`config.mk`:
```
export PLATFORM = sky130hd
export DESIGN_NAME = rts_ram
export DESIGN_NICKNAME = d
export VERILOG_FILES = /design/src/rtl/rts_ram.sv
export SDC_FILE = /design/constraint.sdc
export NUM_CORES = 1
export LEC_CHECK = 0
export BUFFER_PORTS_ARGS = -buffer_cell sky130_fd_sc_hd__buf_2
export CAP_MARGIN = 20
export CORE_UTILIZATION = 40
export DETAILED_ROUTE_END_ITERATION = 7
export GPL_TIMING_DRIVEN = 0
export PLACE_DENSITY = 0.55
export SLEW_MARGIN = 25
export SYNTH_ARGS = -nofsm -noshare
export SYNTH_HDL_FRONTEND = slang
export SYNTH_SLANG_ARGS = --single-unit
export TNS_END_PERCENT = 10
```
`constraint.sdc`:
```
create_clock -name clk -period 6 [get_ports clk]
set_clock_uncertainty 0.2 [all_clocks]
set_input_delay 0.6 -clock clk [delete_from_list [all_inputs] [get_ports clk]]
set_output_delay 0.6 -clock clk [all_outputs]
set_load 0.005 [all_outputs]
```
`src/rtl/rts_ram.sv`:
```
// Generic single-port-write, single-port-read RAM with registered read.
`timescale 1ns / 1ps
module rts_ram #(
  parameter int WIDTH = 8,
  parameter int DEPTH = 32
) (
  input  logic                     clk,
  input  logic                     we,
  input  logic [$clog2(DEPTH)-1:0] waddr,
  input  logic [WIDTH-1:0]         wdata,
  input  logic [$clog2(DEPTH)-1:0] raddr,
  output logic [WIDTH-1:0]         rdata
);

  logic [WIDTH-1:0] mem [DEPTH];

  // Write and registered read
  always_ff @(posedge clk) begin
    if (we) begin
      mem[waddr] <= wdata;
    end
    rdata <= mem[raddr];
  end

endmodule

```
==> metrics.yaml, run 1 <==
synthesis:
  synth-xor-area-share: 0
  postSynthCellCount: 417
  synth_fp_nets: 437
  synth_top_cell_area_share: 0.765
  synth_top_area_cell: "edfxtp_1"
  synth_simple_gate_area_frac: 0.0207
  synth_mux_area_frac: 0.188
  synth_top_family_by_area: "multiplexers"
  yosysUniqueCellTypes: 15
  synth_compound_area_frac: 0
  syn-cell-area_um2: 10100
  synthTopCellsByArea: "edfxtp_1, mux4_2, dfxtp_1"
  seq_area_frac_synth: 0.781
  postSynthAreaPerCell_um2: 24.1
  synth_warnings: 0
  ys_ff_latch: 264
  synthAdderAreaFrac: 0
power_and_ir_drop:
  p_per_area_nw_per_um2: 328
  ir_worst_vdd_uv: 234
  p_leak_nw: 3.48
  power_mw: 3.72
final_layout:
  fin_nets: 488
  drive_gt1_frac: 0.318
  layout_common_cells: "edfxtp_1, mux4_2, nor2_1"
  nFillCells: 2033
  n_antenna_cell: 0
  fin_area_um2: 11300
  final_common_cell: "edfxtp_1"
  area.growth.synth_to_final_pct: 12.7
placed_design:
  dp_hpwl_mm: 13.3
  place_area_um2: 10600
  io_buffers: 22
  place_congestion: 0.737
routing:
  vias_per_cell: 5.30
  ant_nets: 0
  dr_total_vias: 4300
  wirelength_mm: 20.5
  drt-initial-drc-count: 333
  firstDrtPassIters: 4
  drc: 0
  wl_per_cell_um: 25.2
die:
  start_util: 0.411
  io-pin-count: 28
  row_count: 57
  core_um2: 24500
  die_h_um: 161
  fp.dieW_um: 161
  dieArea_um2: 25800
critical_path:
  setup.worst_path.end_class: "register"
  regToRegEndpoint: "rdata[7]"
  cp_data_required_time_ns: 6.20
  path_max_fanout: 10
  crit_path_start_kind: "input pin"
  crit_top_cell: "mux4_2"
  r2r_start: "mem[31][7]"
  crit_family: "multiplexers"
  worst-r2r-cell-count: 3
  slowest_delay_ns: 0.65
  crit_chain: "clkbuf_1 > buf_1 > mux4_2 > mux4_2 > mux2_2"
  crit_type: "in2reg"
  crit_slowest_cell: "buf_1"
  reg2reg_slack_ns: 3.95
  crit_buf_inv: 2
  arrival_ns: 3.00
sta:
  period_share: 0.466
  max_freq_ghz: 0.357
  relSlewSlack: 0.355
  max_slew.worst_pin.slew_ns: 0.967
  finalHoldViolations: 0
  setup_viol: 0
  finalMaxSlewViolations: 0
  min_period_ns: 2.80
  rsz0062_at_grt: "no"
  setup_tns_ns: 0
grt:
  grt_max_degree: 33
  grt_pass1_vias: 4569
  grt_use_total: 0.166
  grt_pass1_wl_mm: 30.4
  overflow: 0
  antenna_found_initial: 0
clock_network:
  holdBufCountCts: 0
  cts-htree-levels: 1
  clkTransAtPathRegs_ns: 0.06
  cts_sinks: 264
  cts.path.max_buffers: 3
  clockRootBuffer: "clkbuf_16"
  clk_latency_ns: 0.52
  cts_tree: "yes"
  cts_resized: 0
  cts_buffers: 27
  cts_setup_buffers: 0
run:
  cap_violations: 0
hold_path:
  min_path_type: "in2reg"
  worstHoldPathCells: 1
  hold_start: "wdata[5]"
  hold_end: "mem[21][5]"
run_status:
  status: "finished, final reports clean"
==> layer usage <==
metal  GRT usage  wire length (um)  up-vias
met1       0.238              8950     2262
met3      0.0315              1340       24
li1            -                 -     1876
met4      0.0394               267        0
met5           0                 0        -
met2       0.265              9920      138
==> kinds of logic after synthesis <==
kind of cell	Yosys count
flip-flops	264
multiplexers	88
AND/OR/NAND/NOR	45
buffers and inverters	20
==> sequential cells by signal, indices dropped and copies added (netlist names) <==
register  flops
mem         256
rdata         8
==> metrics by stage <==
stage	util	setup slack (ns)	std cells	hold WS [ns]
final	0.463	3.20	811	0.408
after global routing	0.463	3.11	811	0.420
after CTS	0.463	3.12	811	0.404
after detailed placement	0.432	2.57	763	0.731
after global placement	0.432	2.55	763	0.723
after floorplan	-	3.40	417	0.499
==> how the worst max path moves through the flow <==
stage          startpoint  endpoint  slack, ns  cells after the start
6_report         raddr[2]  rdata[2]       3.20                      5
5_1_grt          raddr[2]  rdata[7]       3.11                      5
4_1_cts          raddr[2]  rdata[2]       3.12                      5
3_5_place_dp     raddr[2]  rdata[2]       2.57                      5
3_3_place_gp     raddr[2]  rdata[2]       2.55                      5
2_1_floorplan    raddr[2]  rdata[0]       3.40                      5
==> synthesized netlist by cell type (all sizes together) <==
cell and number:
clkbuf 6, edfxtp 256, nand3b 5, mux4 80
nand3 2, dfxtp 8, or3 1, mux2 8
buf 14, nand2 1, or3b 3, nor2 33
==> report_power, final <==
| part | internal [mW] | switching, mW |
|---|---|---|
| combinational | 0.0835 | 0.109 |
| clock | 0.815 | 0.653 |
| sequential | 2.05 | 0.00570 |
==> final cells by class <==
| type | instances | area (um2) | share of cell area |
|---|---|---|---|
| tap | 324 | 405 | 0.0358 |
| timing repair buffer | 22 | 110 | 0.00971 |
| sequential | 264 | 7850 | 0.692 |
| clock buffer | 30 | 687 | 0.0606 |
| buffer | 20 | 106 | 0.00938 |
| multi-input combinational | 133 | 2100 | 0.185 |
| clock inverter | 18 | 78.8 | 0.00695 |
No activity file was read; power rests on OpenSTA's default activity.
==> run 2: changes to the inputs <==
ABC_AREA = 1   (was unset)
PLACE_DENSITY = 0.57   (was 0.55)
clock period = 2.2 ns   (was 6 ns; I/O delays follow)
==> run 2 against run 1 <==
Effect of this change:
- the run now ends with DRC left
- non-clock buffer count up 36
- core utilization increased by 0.24 points
- design area increased by 8.0%
- critical path depth is 1 lower
- clock power grew to 3.1 times the previous value
- die area increased by 7.2%
- sequential power rose to 2.7 times the previous value
- via count up 61%
- sequential cell count unchanged
- wire length is 33% higher
- highest routed layer unchanged
==> metrics.yaml, run 2 <==
synthesis:
  synthTopCellsByArea: "edfxtp_1, nand2_1, nand3_1"
  postSynthAreaPerCell_um2: 11.7
  synthArstFlopShare: 0
  synth_top_cell_area_share: 0.713
  synth_common_cells: "nand2_1, edfxtp_1, nand3_1"
  synth_fp_nets: 942
  seq_area_frac_synth: 0.728
  synth_edf_count: 256
  synth_warnings: 0
  ys_ff_latch: 264
  syn-cell-area_um2: 10800
  yosysMostFrequentCell: "nand2_1"
  postSynthCellCount: 922
  synth-main-ff-cell: "edfxtp_1"
  synth_top_area_cell: "edfxtp_1"
  yosysUniqueCellTypes: 12
placed_design:
  dp_hpwl_mm: 17.8
  post-place-ws_ns: 0.0322
  io_buffers: 24
  place_congestion: 0.932
routing:
  drt-initial-drc-count: 649
  dr_wl_met3_mm: 2.07
  dr.max_layer_used: "met4"
  firstDrtPassIters: 7
  wl_per_cell_um: 20.4
  vias_per_cell: 5.18
  drc: 2
  ant_nets: 0
  dr_total_vias: 6904
  met2_length_mm: 12.4
  wl_met1_mm: 12.1
  wirelength_mm: 27.3
final_layout:
  largest-register: "mem"
  largest_register_ffs: 256
  reg_top3: "mem: 256 flops, rdata: 8 flops"
  final_common_cell: "nand2_1"
  n_antenna_cell: 0
  drive_gt1_frac: 0.106
  fin_nets: 998
  layout_common_cells: "nand2_1, edfxtp_1, nand3_1"
  area.growth.synth_to_final_pct: 13.5
critical_path:
  cp_data_required_time_ns: 2.16
  path_max_fanout: 8
  crit_type: "in2reg"
  crit_chain: "buf_2 > inv_1 > nand3_1 > nor2_1"
  slowest_delay_ns: 0.88
  crit_path_start_kind: "input pin"
  crit_slowest_cell: "nor2_1"
  arrival_ns: 1.61
  setup.worst_path.end_class: "register"
clock_network:
  clockRootBuffer: "clkbuf_16"
  cts-htree-levels: 1
  cts_resized: 0
  cts_buffers: 28
  cts_setup_buffers: 0
  cts_tree: "yes"
  cts.path.max_buffers: 3
  clkTransAtPathRegs_ns: 0.06
  clk_latency_ns: 0.54
  cts_sinks: 264
sta:
  hold_slack_ns: 0.0699
  setup_viol: 0
  relSlewSlack: 0.337
  worst_slack_ns: 0.550
  max_slew.worst_pin.slew_ns: 0.991
  max_freq_ghz: 0.606
  min_period_ns: 1.65
  finalMaxSlewViolations: 0
  finalHoldViolations: 0
  setup_tns_ns: 0
  period_share: 0.750
  rsz0062_at_grt: "no"
power_and_ir_drop:
  switching_share: 0.218
  ir_worst_vdd_uv: 630
  p_int_mw: 8.54
  p_clk_frac: 0.419
  p_switching_mw: 2.38
  p_leak_nw: 4.55
  sequentialPowerShare: 0.513
  p_per_area_nw_per_um2: 892
  p_comb_frac: 0.067
grt:
  overflow: 0
  grt_pass1_wl_mm: 40.2
  grt_max_degree: 33
  antenna_found_initial: 0
  grt_pass1_vias: 6448
  grt_use_total: 0.199
run:
  cap_violations: 0
die:
  start_util: 0.410
  io-pin-count: 28
  dieArea_um2: 27600
  fp.dieW_um: 166
  core_um2: 26300
  row_count: 59
  die_h_um: 166
run_status:
  status: "finished, violations left"
  violations: "DRC"
hold_path:
  min_path_type: "in2reg"
## run 2: through the flow
stage,instance area [um2],utilization,total power [mW],cells
2_1_floorplan,10800,-,6.12,922
3_3_place_gp,11300,0.431,6.44,1281
3_5_place_dp,11300,0.431,6.44,1281
4_1_cts,12200,0.466,11.0,1334
5_1_grt,12200,0.466,11.2,1334
6_report,12200,0.466,10.9,1334
## run 2: repair_timing
action | 4_1_cts | 5_1_grt
endpoints found under the setup margin | 0 | 0
endpoints found under the hold margin | 8 | 0
hold buffers | 2 | 0
## run 2: cell type report
class	instances	area, um2
clock buffers	36	752
clock inverters	15	141
flip-flops and latches	264	7850
repair buffers	26	140
inverters	10	37.5
fillers	2391	14000
plain buffers	52	409
well taps	335	419
multi-input cells	596	2490
## run 2: final timing paths
check / startpoint / to / slack, ns / depth (start not counted)
worst max register to register: mem[5][4] / rdata[4] / 0.74 / 8
worst min-delay path: wdata[2] / mem[1][2] / 0.07 / 1
worst min register to register: mem[8][7] / rdata[7] / 0.65 / 8
worst max-delay path: waddr[0] / mem[2][0] / 0.55 / 4
## run 2: cell families after synthesis
logic type    Yosys count  share of synthesized area
buf+inv                62                     0.0414
flops                 264                      0.728
simple gates          596                      0.231
## run 2: critical path: cells and delay by family
kind / cells / cell delay, ns
and+or+nand+nor: 2 / 1.21
buffers and inverters: 2 / 0.17
## run 2: metal layers
| layer | vias to the layer above | GRT usage |
|---|---|---|
| met4 | 0 | 0.0608 |
| met1 | 3277 | 0.289 |
| met5 | - | 0 |
| met2 | 262 | 0.309 |
| li1 | 3311 | - |
| met3 | 54 | 0.0293 |
## run 2: power groups by stage
stage	combinational (mW)	clock (mW)	sequential (mW)
floorplan	0.403	0	5.71
global placement	0.723	0	5.71
detailed placement	0.730	0	5.71
CTS	0.734	4.65	5.61
global route	0.805	4.83	5.61
finish	0.734	4.58	5.61
==> run 3: changes to the inputs <==
clock period = 1.4 ns   (was 2.2 ns; I/O delays follow)
==> run 3 against run 2 <==
Effect of this change:
- the flow finishes with violations (DRC, setup timing)
- count of clock-buffer cells in the layout is the same
- sequential share of layout area decreased by 1.5 points
- critical path depth unchanged
- core utilization grew 1.1 points
- setup slack worse by 0.62 ns
- global-route usage barely moved
- via count grew 0.49%
- non-clock buffer count is 2 higher
- total power up 58%
- first-iteration DRC count decreased by 7.9%
==> metrics.yaml, run 3 (synthesized netlist as in run 2, its figures left out) <==
final_layout:
  fin_area_um2: 12500
  largest-register: "mem"
  fin_nets: 1000
  drive_gt1_frac: 0.181
  reg_top3: "mem: 256 flops, rdata: 8 flops"
  utilization: 0.477
  largest_register_ffs: 256
  layout_common_cells: "nand2_1, edfxtp_1, nand3_1"
  n_antenna_cell: 0
  area.growth.synth_to_final_pct: 16.2
  final_common_cell: "nand2_1"
power_and_ir_drop:
  ir_worst_vdd_uv: 990
  power_mw: 17.2
  p_leak_nw: 4.65
  p_comb_frac: 0.071
  p_int_mw: 13.4
  p_per_area_nw_per_um2: 1370
  p_clk_frac: 0.417
  sequentialPowerShare: 0.512
  p_switching_mw: 3.77
  switching_share: 0.219
run_status:
  status: "finished, violations left"
  violations: "DRC, setup timing"
run:
  cap_violations: 0
critical_path:
  worst-r2r-cell-count: 8
  arrival_ns: 1.43
  slowest_delay_ns: 0.74
  crit_chain: "buf_2 > inv_1 > nand3_1 > nor2_1"
  cp_data_required_time_ns: 1.36
  crit_path_start_kind: "input pin"
  path_max_fanout: 8
  reg2reg_slack_ns: 0.03
  crit_slowest_cell: "nor2_1"
  crit_type: "in2reg"
  r2r_start: "mem[28][0]"
  regToRegEndpoint: "rdata[0]"
  cp-startpoint: "waddr[0]"
  setup.worst_path.end_class: "register"
sta:
  worst_slack_ns: -0.0718
  setup_viol: 32
  hold_slack_ns: 0.0127
  setup_tns_ns: -1.50
  min_period_ns: 1.47
  relSlewSlack: 0.472
  max_slew.worst_pin.slew_ns: 0.792
  rsz0062_at_grt: "yes"
  finalMaxSlewViolations: 0
  finalHoldViolations: 0
  max_freq_ghz: 0.679
  period_share: 1.05
die:
  core_um2: 26300
  row_count: 59
  start_util: 0.410
  io-pin-count: 28
  dieArea_um2: 27600
  die_h_um: 166
  fp.dieW_um: 166
placed_design:
  place_area_um2: 11300
  dp_hpwl_mm: 17.8
  place_congestion: 0.932
  io_buffers: 24
routing:
  vias_per_cell: 5.19
  ant_nets: 0
  drc: 2
  dr_total_vias: 6938
  firstDrtPassIters: 7
  wl_per_cell_um: 20.6
  drt-initial-drc-count: 598
  wirelength_mm: 27.5
clock_network:
  cts.path.max_buffers: 3
  cts_buffers: 28
  cts_setup_buffers: 0
  cts-htree-levels: 1
  clk_latency_ns: 0.54
  clockRootBuffer: "clkbuf_16"
  cts_sinks: 264
  cts_tree: "yes"
  clkTransAtPathRegs_ns: 0.06
hold_path:
  worstHoldPathCells: 1
  min_path_type: "in2reg"
  hold_end: "mem[1][2]"
  hold_start: "wdata[2]"
grt:
  grt_pass1_vias: 6461
  grt_max_degree: 33
  overflow: 0
  grt_use_total: 0.199
  antenna_found_initial: 0
  grt_pass1_wl_mm: 40.3
-- run 3: changes by cell type in the layout (fill, tap and decap cells not counted) --
cell / before / now
inv_2: 2 / 3
nand2_1: 360 / 349
nand3_2: 0 / 38
dlygate4sd3_1: 2 / 4
clkbuf_1: 14 / 10
clkbuf_2: 0 / 5
nand2_2: 0 / 11
buf_1: 2 / 0
nand3_1: 204 / 166
inv_1: 8 / 7
nor2_1: 32 / 13
clkbuf_4: 0 / 1
nor2_2: 0 / 19
-- run 3: stage by stage --
stage,setup WS (ns),cells
floorplan,0.0260,922
global placement,-0.672,1281
detailed placement,-0.688,1281
CTS,-0.0808,1336
global route,-0.178,1336
finish,-0.0718,1336
-- run 3: critical path: cells and delay by family --
family / cells / cell delay (ns)
AND/OR/NAND/NOR: 2 / 1.11
buffers and inverters: 2 / 0.17
-- run 3: layout make-up --
| cell class | count | area (um2) |
|---|---|---|
| Clock buffer | 36 | 752 |
| Clock inverter | 15 | 141 |
| Tap cell | 335 | 419 |
| Buffer | 52 | 419 |
| Sequential cell | 264 | 7850 |
| Fill cell | 2359 | 13700 |
| Timing Repair Buffer | 28 | 160 |
| Multi-Input combinational cell | 596 | 2760 |
| Inverter | 10 | 37.5 |
-- run 3: power by group through the flow --
stage          clock network [mW]  registers, mW  logic (mW)
3_3_place_gp                    0           8.98        1.14
6_report                     7.19           8.81        1.23
4_1_cts                      7.30           8.81        1.16
5_1_grt                      7.58           8.82        1.34
3_5_place_dp                    0           8.98        1.15
2_1_floorplan                   0           8.98       0.633
-- run 3: worst max-delay path by stage --
stage / depth (start not counted) / slack, ns / endpoint
floorplan: 3 / 0.03 / mem[0][0]
CTS: 4 / -0.08 / mem[18][1]
global route: 4 / -0.18 / mem[30][0]
detailed placement: 4 / -0.69 / mem[2][2]
finish: 4 / -0.07 / mem[30][3]
global placement: 4 / -0.67 / mem[2][2]
-- run 3: what timing repair did --
action	in CTS	in global routing
resized for setup	6	73
endpoints found under the hold margin	42	0
pin swaps	1	10
hold buffers	4	0
endpoints found under the setup margin	96	256
-- run 3: per-layer routing --
layer	GRT usage	up-vias	wire (um)
met5	0	-	0
met4	0.0592	0	755
met3	0.0296	58	2010
met2	0.311	258	12500
met1	0.289	3300	12200
li1	-	3322	-
